==> src/rtl/core/assert_macros.svh <==
// ---------------------------------------------------------------------------
// assertion macros
// shared concurrent assertion forms for the sorter rtl
// ---------------------------------------------------------------------------
`ifndef ASSERT_MACROS_SVH
`define ASSERT_MACROS_SVH

// expression holds at every edge out of reset
`define ASSERT_ALWAYS(label, clk, rst, expr) \
   label: assert property (@(posedge clk) disable iff (rst) (expr)) \
      else $error("assertion failed");

// consequent holds in the same cycle as the antecedent
`define ASSERT_SAME(label, clk, rst, ante, cons) \
   label: assert property (@(posedge clk) disable iff (rst) (ante) |-> (cons)) \
      else $error("assertion failed");

// consequent holds in the cycle after the antecedent
`define ASSERT_NEXT(label, clk, rst, ante, cons) \
   label: assert property (@(posedge clk) disable iff (rst) (ante) |=> (cons)) \
      else $error("assertion failed");

`endif

==> src/rtl/core/ins_pkg.sv <==
// ---------------------------------------------------------------------------
// ins_pkg
// types and sizing constants shared by the insertion sorter modules
// ---------------------------------------------------------------------------
package ins_pkg;

   // sorter store size and derived widths
   localparam int CAPACITY = 16;
   localparam int DATA_W   = 32;
   localparam int COUNT_W  = $clog2(CAPACITY + 1);

   // queue between front and back
   localparam int FIFO_DEPTH = 4;
   localparam int FIFO_PTR_W = $clog2(FIFO_DEPTH);
   localparam int FIFO_CNT_W = $clog2(FIFO_DEPTH + 1);

   // one input word as it travels through the queue
   typedef struct packed {
      logic signed [DATA_W-1:0] value;
      logic                     last;
   } ins_item_type;

endpackage

==> src/rtl/core/ins_fifo.sv <==
// ---------------------------------------------------------------------------
// ins_fifo
// front queue: takes input words and holds them until the sort chain is free
// ---------------------------------------------------------------------------
`include "assert_macros.svh"

module ins_fifo
   import ins_pkg::*;
(
   input  logic         clock,
   input  logic         reset,
   input  logic         push_valid,
   output logic         push_ready,
   input  ins_item_type push_item,
   output logic         pop_valid,
   input  logic         pop_ready,
   output ins_item_type pop_item
);

   ins_item_type          slot_ff [FIFO_DEPTH];
   logic [FIFO_PTR_W-1:0] wr_ptr_ff, wr_ptr_in;
   logic [FIFO_PTR_W-1:0] rd_ptr_ff, rd_ptr_in;
   logic [FIFO_CNT_W-1:0] count_ff, count_in;
   logic                  push_take;
   logic                  pop_take;

   // handshake
   assign push_ready = (count_ff != FIFO_CNT_W'(FIFO_DEPTH));
   assign pop_valid  = (count_ff != '0);
   assign pop_item   = slot_ff[rd_ptr_ff];
   assign push_take  = push_valid && push_ready;
   assign pop_take   = pop_valid && pop_ready;

   // pointer and count update
   always_comb begin
      wr_ptr_in = wr_ptr_ff;
      rd_ptr_in = rd_ptr_ff;
      count_in  = count_ff;
      if (push_take) begin
         wr_ptr_in = (wr_ptr_ff == FIFO_PTR_W'(FIFO_DEPTH - 1)) ? '0
                                                                : wr_ptr_ff + 1'b1;
      end
      if (pop_take) begin
         rd_ptr_in = (rd_ptr_ff == FIFO_PTR_W'(FIFO_DEPTH - 1)) ? '0
                                                                : rd_ptr_ff + 1'b1;
      end
      if (push_take && !pop_take) begin
         count_in = count_ff + 1'b1;
      end else if (pop_take && !push_take) begin
         count_in = count_ff - 1'b1;
      end
   end

   always_ff @(posedge clock) begin
      if (reset) begin
         wr_ptr_ff <= '0;
         rd_ptr_ff <= '0;
         count_ff  <= '0;
      end else begin
         wr_ptr_ff <= wr_ptr_in;
         rd_ptr_ff <= rd_ptr_in;
         count_ff  <= count_in;
      end
   end

   // storage slots
   always_ff @(posedge clock) begin
      if (push_take) begin
         slot_ff[wr_ptr_ff] <= push_item;
      end
   end

   `ASSERT_ALWAYS(a_fifo_bound, clock, reset, count_ff <= FIFO_CNT_W'(FIFO_DEPTH))
   `ASSERT_NEXT(a_fifo_grow, clock, reset, push_take && !pop_take, count_ff == $past(count_ff) + 1'b1)
   `ASSERT_NEXT(a_fifo_idle, clock, reset, !push_take && !pop_take, $stable(count_ff))

endmodule

==> src/rtl/core/ins_chain.sv <==
// ---------------------------------------------------------------------------
// ins_chain
// back end: parallel compare and shift insertion chain, drained in order
// ---------------------------------------------------------------------------
`include "assert_macros.svh"

module ins_chain
   import ins_pkg::*;
(
   input  logic                     clock,
   input  logic                     reset,
   input  logic                     in_valid,
   output logic                     in_ready,
   input  ins_item_type             in_item,
   output logic                     rsp_valid,
   input  logic                     rsp_ready,
   output logic signed [DATA_W-1:0] rsp_value,
   output logic                     rsp_end,
   output logic                     rsp_overflow
);

   typedef enum logic [0:0] {
      ST_INSERT,
      ST_DRAIN
   } state_type;

   state_type                state_ff, state_in;
   logic signed [DATA_W-1:0] cell_ff [CAPACITY];
   logic signed [DATA_W-1:0] cell_in [CAPACITY];
   logic        [CAPACITY-1:0] gt;
   logic [COUNT_W-1:0]       fill_ff, fill_in;
   logic                     dropped_ff, dropped_in;
   logic                     rsp_valid_ff, rsp_valid_in;
   logic signed [DATA_W-1:0] rsp_value_ff, rsp_value_in;
   logic                     rsp_end_ff, rsp_end_in;
   logic                     rsp_over_ff, rsp_over_in;
   logic                     take;
   logic                     full;
   logic                     out_free;

   assign in_ready     = (state_ff == ST_INSERT);
   assign take         = in_valid && in_ready;
   assign full         = (fill_ff == COUNT_W'(CAPACITY));
   assign out_free     = !rsp_valid_ff || rsp_ready;
   assign rsp_valid    = rsp_valid_ff;
   assign rsp_value    = rsp_value_ff;
   assign rsp_end      = rsp_end_ff;
   assign rsp_overflow = rsp_over_ff;

   // per cell compare: empty cells act as larger than anything
   always_comb begin
      for (int i = 0; i < CAPACITY; i++) begin
         gt[i] = (COUNT_W'(i) >= fill_ff) || (cell_ff[i] > in_item.value);
      end
   end

   // control and output word
   always_comb begin
      state_in     = state_ff;
      fill_in      = fill_ff;
      dropped_in   = dropped_ff;
      rsp_valid_in = rsp_valid_ff;
      rsp_value_in = rsp_value_ff;
      rsp_end_in   = rsp_end_ff;
      rsp_over_in  = rsp_over_ff;
      if (out_free) begin
         rsp_valid_in = 1'b0;
      end
      unique case (state_ff)
         ST_INSERT: begin
            if (take) begin
               if (full) begin
                  dropped_in = 1'b1;
               end else begin
                  fill_in = fill_ff + 1'b1;
               end
               if (in_item.last) begin
                  state_in = ST_DRAIN;
               end
            end
         end
         ST_DRAIN: begin
            if (out_free) begin
               rsp_valid_in = 1'b1;
               rsp_value_in = cell_ff[0];
               rsp_end_in   = (fill_ff == COUNT_W'(1));
               rsp_over_in  = dropped_ff;
               fill_in      = fill_ff - 1'b1;
               if (fill_ff == COUNT_W'(1)) begin
                  state_in   = ST_INSERT;
                  dropped_in = 1'b0;
               end
            end
         end
         default: begin
            state_in = ST_INSERT;
         end
      endcase
   end

   // cell next values: insert shifts larger cells up, drain shifts all down
   always_comb begin
      for (int i = 0; i < CAPACITY; i++) begin
         cell_in[i] = cell_ff[i];
      end
      if (state_ff == ST_INSERT && take && !full) begin
         if (gt[0]) begin
            cell_in[0] = in_item.value;
         end
         for (int i = 1; i < CAPACITY; i++) begin
            if (gt[i]) begin
               cell_in[i] = gt[i-1] ? cell_ff[i-1] : in_item.value;
            end
         end
      end else if (state_ff == ST_DRAIN && out_free) begin
         for (int i = 0; i < CAPACITY - 1; i++) begin
            cell_in[i] = cell_ff[i+1];
         end
      end
   end

   always_ff @(posedge clock) begin
      if (reset) begin
         state_ff     <= ST_INSERT;
         fill_ff      <= '0;
         dropped_ff   <= 1'b0;
         rsp_valid_ff <= 1'b0;
      end else begin
         state_ff     <= state_in;
         fill_ff      <= fill_in;
         dropped_ff   <= dropped_in;
         rsp_valid_ff <= rsp_valid_in;
      end
      rsp_value_ff <= rsp_value_in;
      rsp_end_ff   <= rsp_end_in;
      rsp_over_ff  <= rsp_over_in;
   end

   // sorted cells, no reset needed
   always_ff @(posedge clock) begin
      for (int i = 0; i < CAPACITY; i++) begin
         cell_ff[i] <= cell_in[i];
      end
   end

   `ASSERT_ALWAYS(a_fill_bound, clock, reset, fill_ff <= COUNT_W'(CAPACITY))
   `ASSERT_SAME(a_drain_nonempty, clock, reset, state_ff == ST_DRAIN, fill_ff != '0)
   `ASSERT_NEXT(a_insert_grow, clock, reset, take && !full, fill_ff == $past(fill_ff) + 1'b1)

endmodule

==> src/rtl/core/insertion_sorter_unit.sv <==
// ---------------------------------------------------------------------------
// insertion_sorter_unit
// stable ascending sorter for runs of signed 32-bit words
// ---------------------------------------------------------------------------
//  channel | direction | tdata             | side band
//  req     | in        | [31:0] value      | tlast = last of run
//  rsp     | out       | [31:0] sort value | tlast = end of run, tuser = overflow
//
//  a word that does not end a run is inserted into the chain as it is taken,
//  so runs stream in at one word per cycle through the four-entry queue
//  outside a drain; a run-ending word starts a drain of the stored words, one
//  per cycle via the output register; the queue keeps taking words meanwhile
//  reset is synchronous and clears queue and chain control; cells are not
//  cleared, only cells below the fill count are ever read
//  rsp_tready low holds the drain, and the queue fills and then stalls req
// ---------------------------------------------------------------------------
module insertion_sorter_unit
   import ins_pkg::*;
(
   input  logic        clock,
   input  logic        reset,
   input  logic        req_tvalid,
   output logic        req_tready,
   input  logic [31:0] req_tdata,   // [31:0] value
   input  logic        req_tlast,
   output logic        rsp_tvalid,
   input  logic        rsp_tready,
   output logic [31:0] rsp_tdata,   // [31:0] sorted_value
   output logic        rsp_tlast,
   output logic [0:0]  rsp_tuser    // [0] overflow
);

   ins_item_type             push_item;
   ins_item_type             pop_item;
   logic                     pop_valid;
   logic                     pop_ready;
   logic signed [DATA_W-1:0] rsp_value;
   logic                     rsp_overflow;

   // pack the input word
   assign push_item.value = signed'(req_tdata);
   assign push_item.last  = req_tlast;

   // front queue
   ins_fifo u_fifo (
      .clock      (clock),
      .reset      (reset),
      .push_valid (req_tvalid),
      .push_ready (req_tready),
      .push_item  (push_item),
      .pop_valid  (pop_valid),
      .pop_ready  (pop_ready),
      .pop_item   (pop_item)
   );

   // insertion chain and drain
   ins_chain u_chain (
      .clock        (clock),
      .reset        (reset),
      .in_valid     (pop_valid),
      .in_ready     (pop_ready),
      .in_item      (pop_item),
      .rsp_valid    (rsp_tvalid),
      .rsp_ready    (rsp_tready),
      .rsp_value    (rsp_value),
      .rsp_end      (rsp_tlast),
      .rsp_overflow (rsp_overflow)
   );

   assign rsp_tdata    = unsigned'(rsp_value);
   assign rsp_tuser[0] = rsp_overflow;

endmodule

==> config.mk <==
export PLATFORM = sky130hd
export DESIGN_NAME = insertion_sorter_unit
export DESIGN_NICKNAME = d
export VERILOG_FILES = /design/src/rtl/core/ins_pkg.sv /design/src/rtl/core/ins_fifo.sv /design/src/rtl/core/ins_chain.sv /design/src/rtl/core/insertion_sorter_unit.sv
export VERILOG_INCLUDE_DIRS = /design/src /design/src/rtl/core
export SDC_FILE = /design/constraint.sdc
export NUM_CORES = 2
export LEC_CHECK = 0
export BUFFER_PORTS_ARGS = -buffer_cell sky130_fd_sc_hd__buf_2
export CORE_AREA = 2 2 250 350
export DETAILED_ROUTE_END_ITERATION = 16
export DIE_AREA = 0 0 252 352
export HOLD_SLACK_MARGIN = 0.06
export PLACE_DENSITY = 0.66
export SYNTH_ARGS = -nofsm -noshare
export SYNTH_HDL_FRONTEND = slang
export SYNTH_SLANG_ARGS = --single-unit
==> constraint.sdc <==
create_clock -name clock -period 13.4 [get_ports clock]
set_input_delay 1.34 -clock clock [delete_from_list [all_inputs] [get_ports clock]]
set_output_delay 1.34 -clock clock [all_outputs]
set_load 0.02 [all_outputs]
==> flow_summary_export.csv <==
group,metric,value,unit
outcome,status,"finished, final reports clean",
setup_path,r2r_cells,14,
placed_design,gp_congestion,1.01,
min_path,min_path_cells,0,
sta,worstMarginPinSlew,1.15,ns
finish,final_net_count,4486,
sta,maxSlewViolCount,0,
synthesis,syn_inst,3930,
clocking,clk_pin_slew,0.06,ns
finish,fin_area,47200,um^2
route,totalWireLength,150,mm
min_path,hp-class,"flop to flop",
synthesis,synth_edf_count,678,
clocking,clockBufferDepth,3,
clocking,cts_tree,"built",
placed_design,numPlacedInstances,4945,
route,viasPerCell,6.83,
global_route,antenna_found_initial,17,
finish,n_fill_cell,7448,
route,vias,34700,
synthesis,syn_nets,4491,
sta,setup_viol,0,
clocking,cts_root_buffer,"clkbuf_16",
floorplan,die_h,352,um
floorplan,die_area,88700,um^2
setup_path,crit_path_start_kind,"flop",
run,max_cap_viol_count,0,
synthesis,yosys_most_used_dff,"edfxtp_1",
route,wl_per_cell,29.5,um
clocking,clock_latency,0.65,ns
route,drc,0,
placed_design,portBuffers,72,
global_route,grt-ovfl-total,0,
setup_path,cp.depth,14,
clocking,cts_hold_buf,0,
floorplan,ios,73,
sta,finalCriticalPeriod,6.00,ns
setup_path,cp_max_fo,33,
setup_path,cpPeakStageDelay,0.77,ns
sta,tns,0,ns
setup_path,path_common_cell,"buf_4",
clocking,clock-sinks,695,
synthesis,ys_ff_latch,695,
floorplan,rows,127,
finish,layout.cells.non_filler,5091,
synthesis,yosys_warnings,0,
setup_path,crit_buf_inv,4,
sta,rsz0062_at_grt,"no",
floorplan,design.core.area,85500,um^2
route,first_pass_iters,7,
sta,fin_worst_skew,0.0270,ns
clocking,cts-buffers-inserted,74,
clocking,h-tree-depth,3,
global_route,grt_use_total,33.6,%
setup_path,required,13.67,ns
global_route,grt_pass1_wl,222,mm
sta,hold_viol_final,0,
clocking,cts_resized,0,
synthesis,netlist_area,43300,um^2
setup_path,crit_chain,"buf_4, mux4_2, inv_1, ha_1, nand4_1, nor4_2, o21ai_1, a311oi_1, o21ai_0, a32oi_2, buf_4, or2_2, a21o_1, buf_4",
setup_path,crit_arrival,6.27,ns
setup_path,cp-end-kind,"flop",
clocking,post-cts-setup-buffers,0,
synthesis,synthArstFlopShare,0,%
global_route,grt_pass1_vias,34900,
finish,areaGrowthSynthToFinish,8.94,%
sta,holdWs,0.460,ns
route,antenna_left,0,
route,drt_iter0_markers,3709,
finish,final_layout_size_suffix_gt1_share,9.84,%
placed_design,dp_hpwl,107,mm
floorplan,die_w,252,um
synthesis,synthDistinctLibCells,78,
synthesis,avgSynthCellArea,11.0,um^2
floorplan,start_util,50.6,%
global_route,grt_max_degree,161,
placed_design,dpl_cell_area,44700,um^2
sta,relSlewSlack,22.7,%
setup_path,critPathTopFamily,"buffers and inverters",
sta,min_period_over_period,44.8,%
setup_path,worstSetupPathType,"flop to flop",
sta,fmax,167,MHz
setup_path,slowest_stage,"mux4_2",
synthesis,yosysSeqAreaShare,47.8,%
worst paths after layout:
check | from | to | slack, ns
max | flop | u_chain.cell_ff[0][48] | 7.40
max reg2reg | flop | u_chain.cell_ff[0][48] | 7.40
min | u_chain.dropped_ff | u_chain.rsp_overflow | 0.46
min reg2reg | u_chain.dropped_ff | u_chain.rsp_overflow | 0.46
cell usage after synthesis (70+ instances only):
master	instances	area share, %
a21oi_1	256	3.0
nand2_1	515	4.5
edfxtp_1	678	47
inv_1	99	0.86
o211ai_1	203	3.5
ha_1	523	15
nand4_1	112	1.6
mux2i_1	96	2.2
clkbuf_1	149	1.3
a21o_1	70	1.2
nor2_1	166	1.4
o221ai_1	71	1.4
o21ai_0	186	2.2
nand3_1	244	2.8
sequential cells by signal (all words and copies together) (netlist names), named ones only:
| register | flops |
|---|---|
| u_fifo.wr_ptr_ff | 2 |
| u_chain.rsp_value | 32 |
| u_chain.rsp_end | 1 |
| u_fifo.rd_ptr_ff | 2 |
| u_fifo.slot_ff | 132 |
| u_chain.fill_ff | 5 |
| u_chain.state_ff | 1 |
| u_fifo.count_ff | 3 |
| u_chain.dropped_ff | 1 |
| u_chain.cell_ff | 512 |
| u_chain.rsp_overflow | 1 |
area by class of cell:
| class | instances | area [um^2] | area share [%] |
|---|---|---|---|
| diodes | 10 | 25.0 | 0.0531 |
| clock buffers | 91 | 2000 | 4.24 |
| clock inverters | 45 | 384 | 0.815 |
| inverters | 99 | 372 | 0.788 |
| multi-input cells | 2915 | 21400 | 45.4 |
| flip-flops and latches | 695 | 20700 | 43.9 |
| well taps | 1096 | 1370 | 2.91 |
| repair buffers | 140 | 883 | 1.87 |
metrics by stage:
stage / utilization [%] / setup WS (ns)
4_1_cts: 55.1 / 7.49
5_1_grt: 55.1 / 7.23
6_report: 55.2 / 7.40
2_1_floorplan: - / 7.41
3_5_place_dp: 52.3 / 7.52
3_3_place_gp: 52.3 / 7.58
worst reg2reg max path: cells and delay by family (launching register included):
family | cells | cell delay [ns]
simple gates | 3 | 1.10
buf+inv | 4 | 2.11
mux | 1 | 0.81
flops | 1 | 0.31
fa+ha+maj | 1 | 0.29
compound gates | 5 | 0.98
kinds of logic after synthesis:
family	Yosys count	synth area share (%)
and+or+nand+nor	1162	12.3
AOI/OAI and AO/OA	1062	16.5
DFF	695	47.8
adders and majority gates	524	15.2
buffers and inverters	320	3.11
muxes	161	5.02
xor gates and xnor gates	6	0.121
routing by layer:
| metal | GRT usage (%) | share of wire [%] | routed length, um | vias up |
|---|---|---|---|---|
| met3 | 5.99 | 8.0 | 12000 | 511 |
| met4 | 21.1 | 7.0 | 10600 | 12 |
| met2 | 55.8 | 48 | 72300 | 1785 |
| li1 | - | - | - | 15400 |
| met5 | 0 | 0.047 | 71 | - |
| met1 | 40.3 | 37 | 55500 | 17100 |
layout by cell type (no fill, tap or decap), drive strengths merged, types with 104 or more instances in the layout:
master,netlist,routed
buf,71,140
inv,99,104
o211ai,233,233
o21ai,221,221
nand3,244,244
nand4,112,112
nor2,167,167
edfxtp,678,678
nand2,515,515
a21oi,256,256
ha,523,523
Power is left out: the tool's default activity adds up to more than one toggle a clock period on the data nets, which glitch-free logic cannot reach.
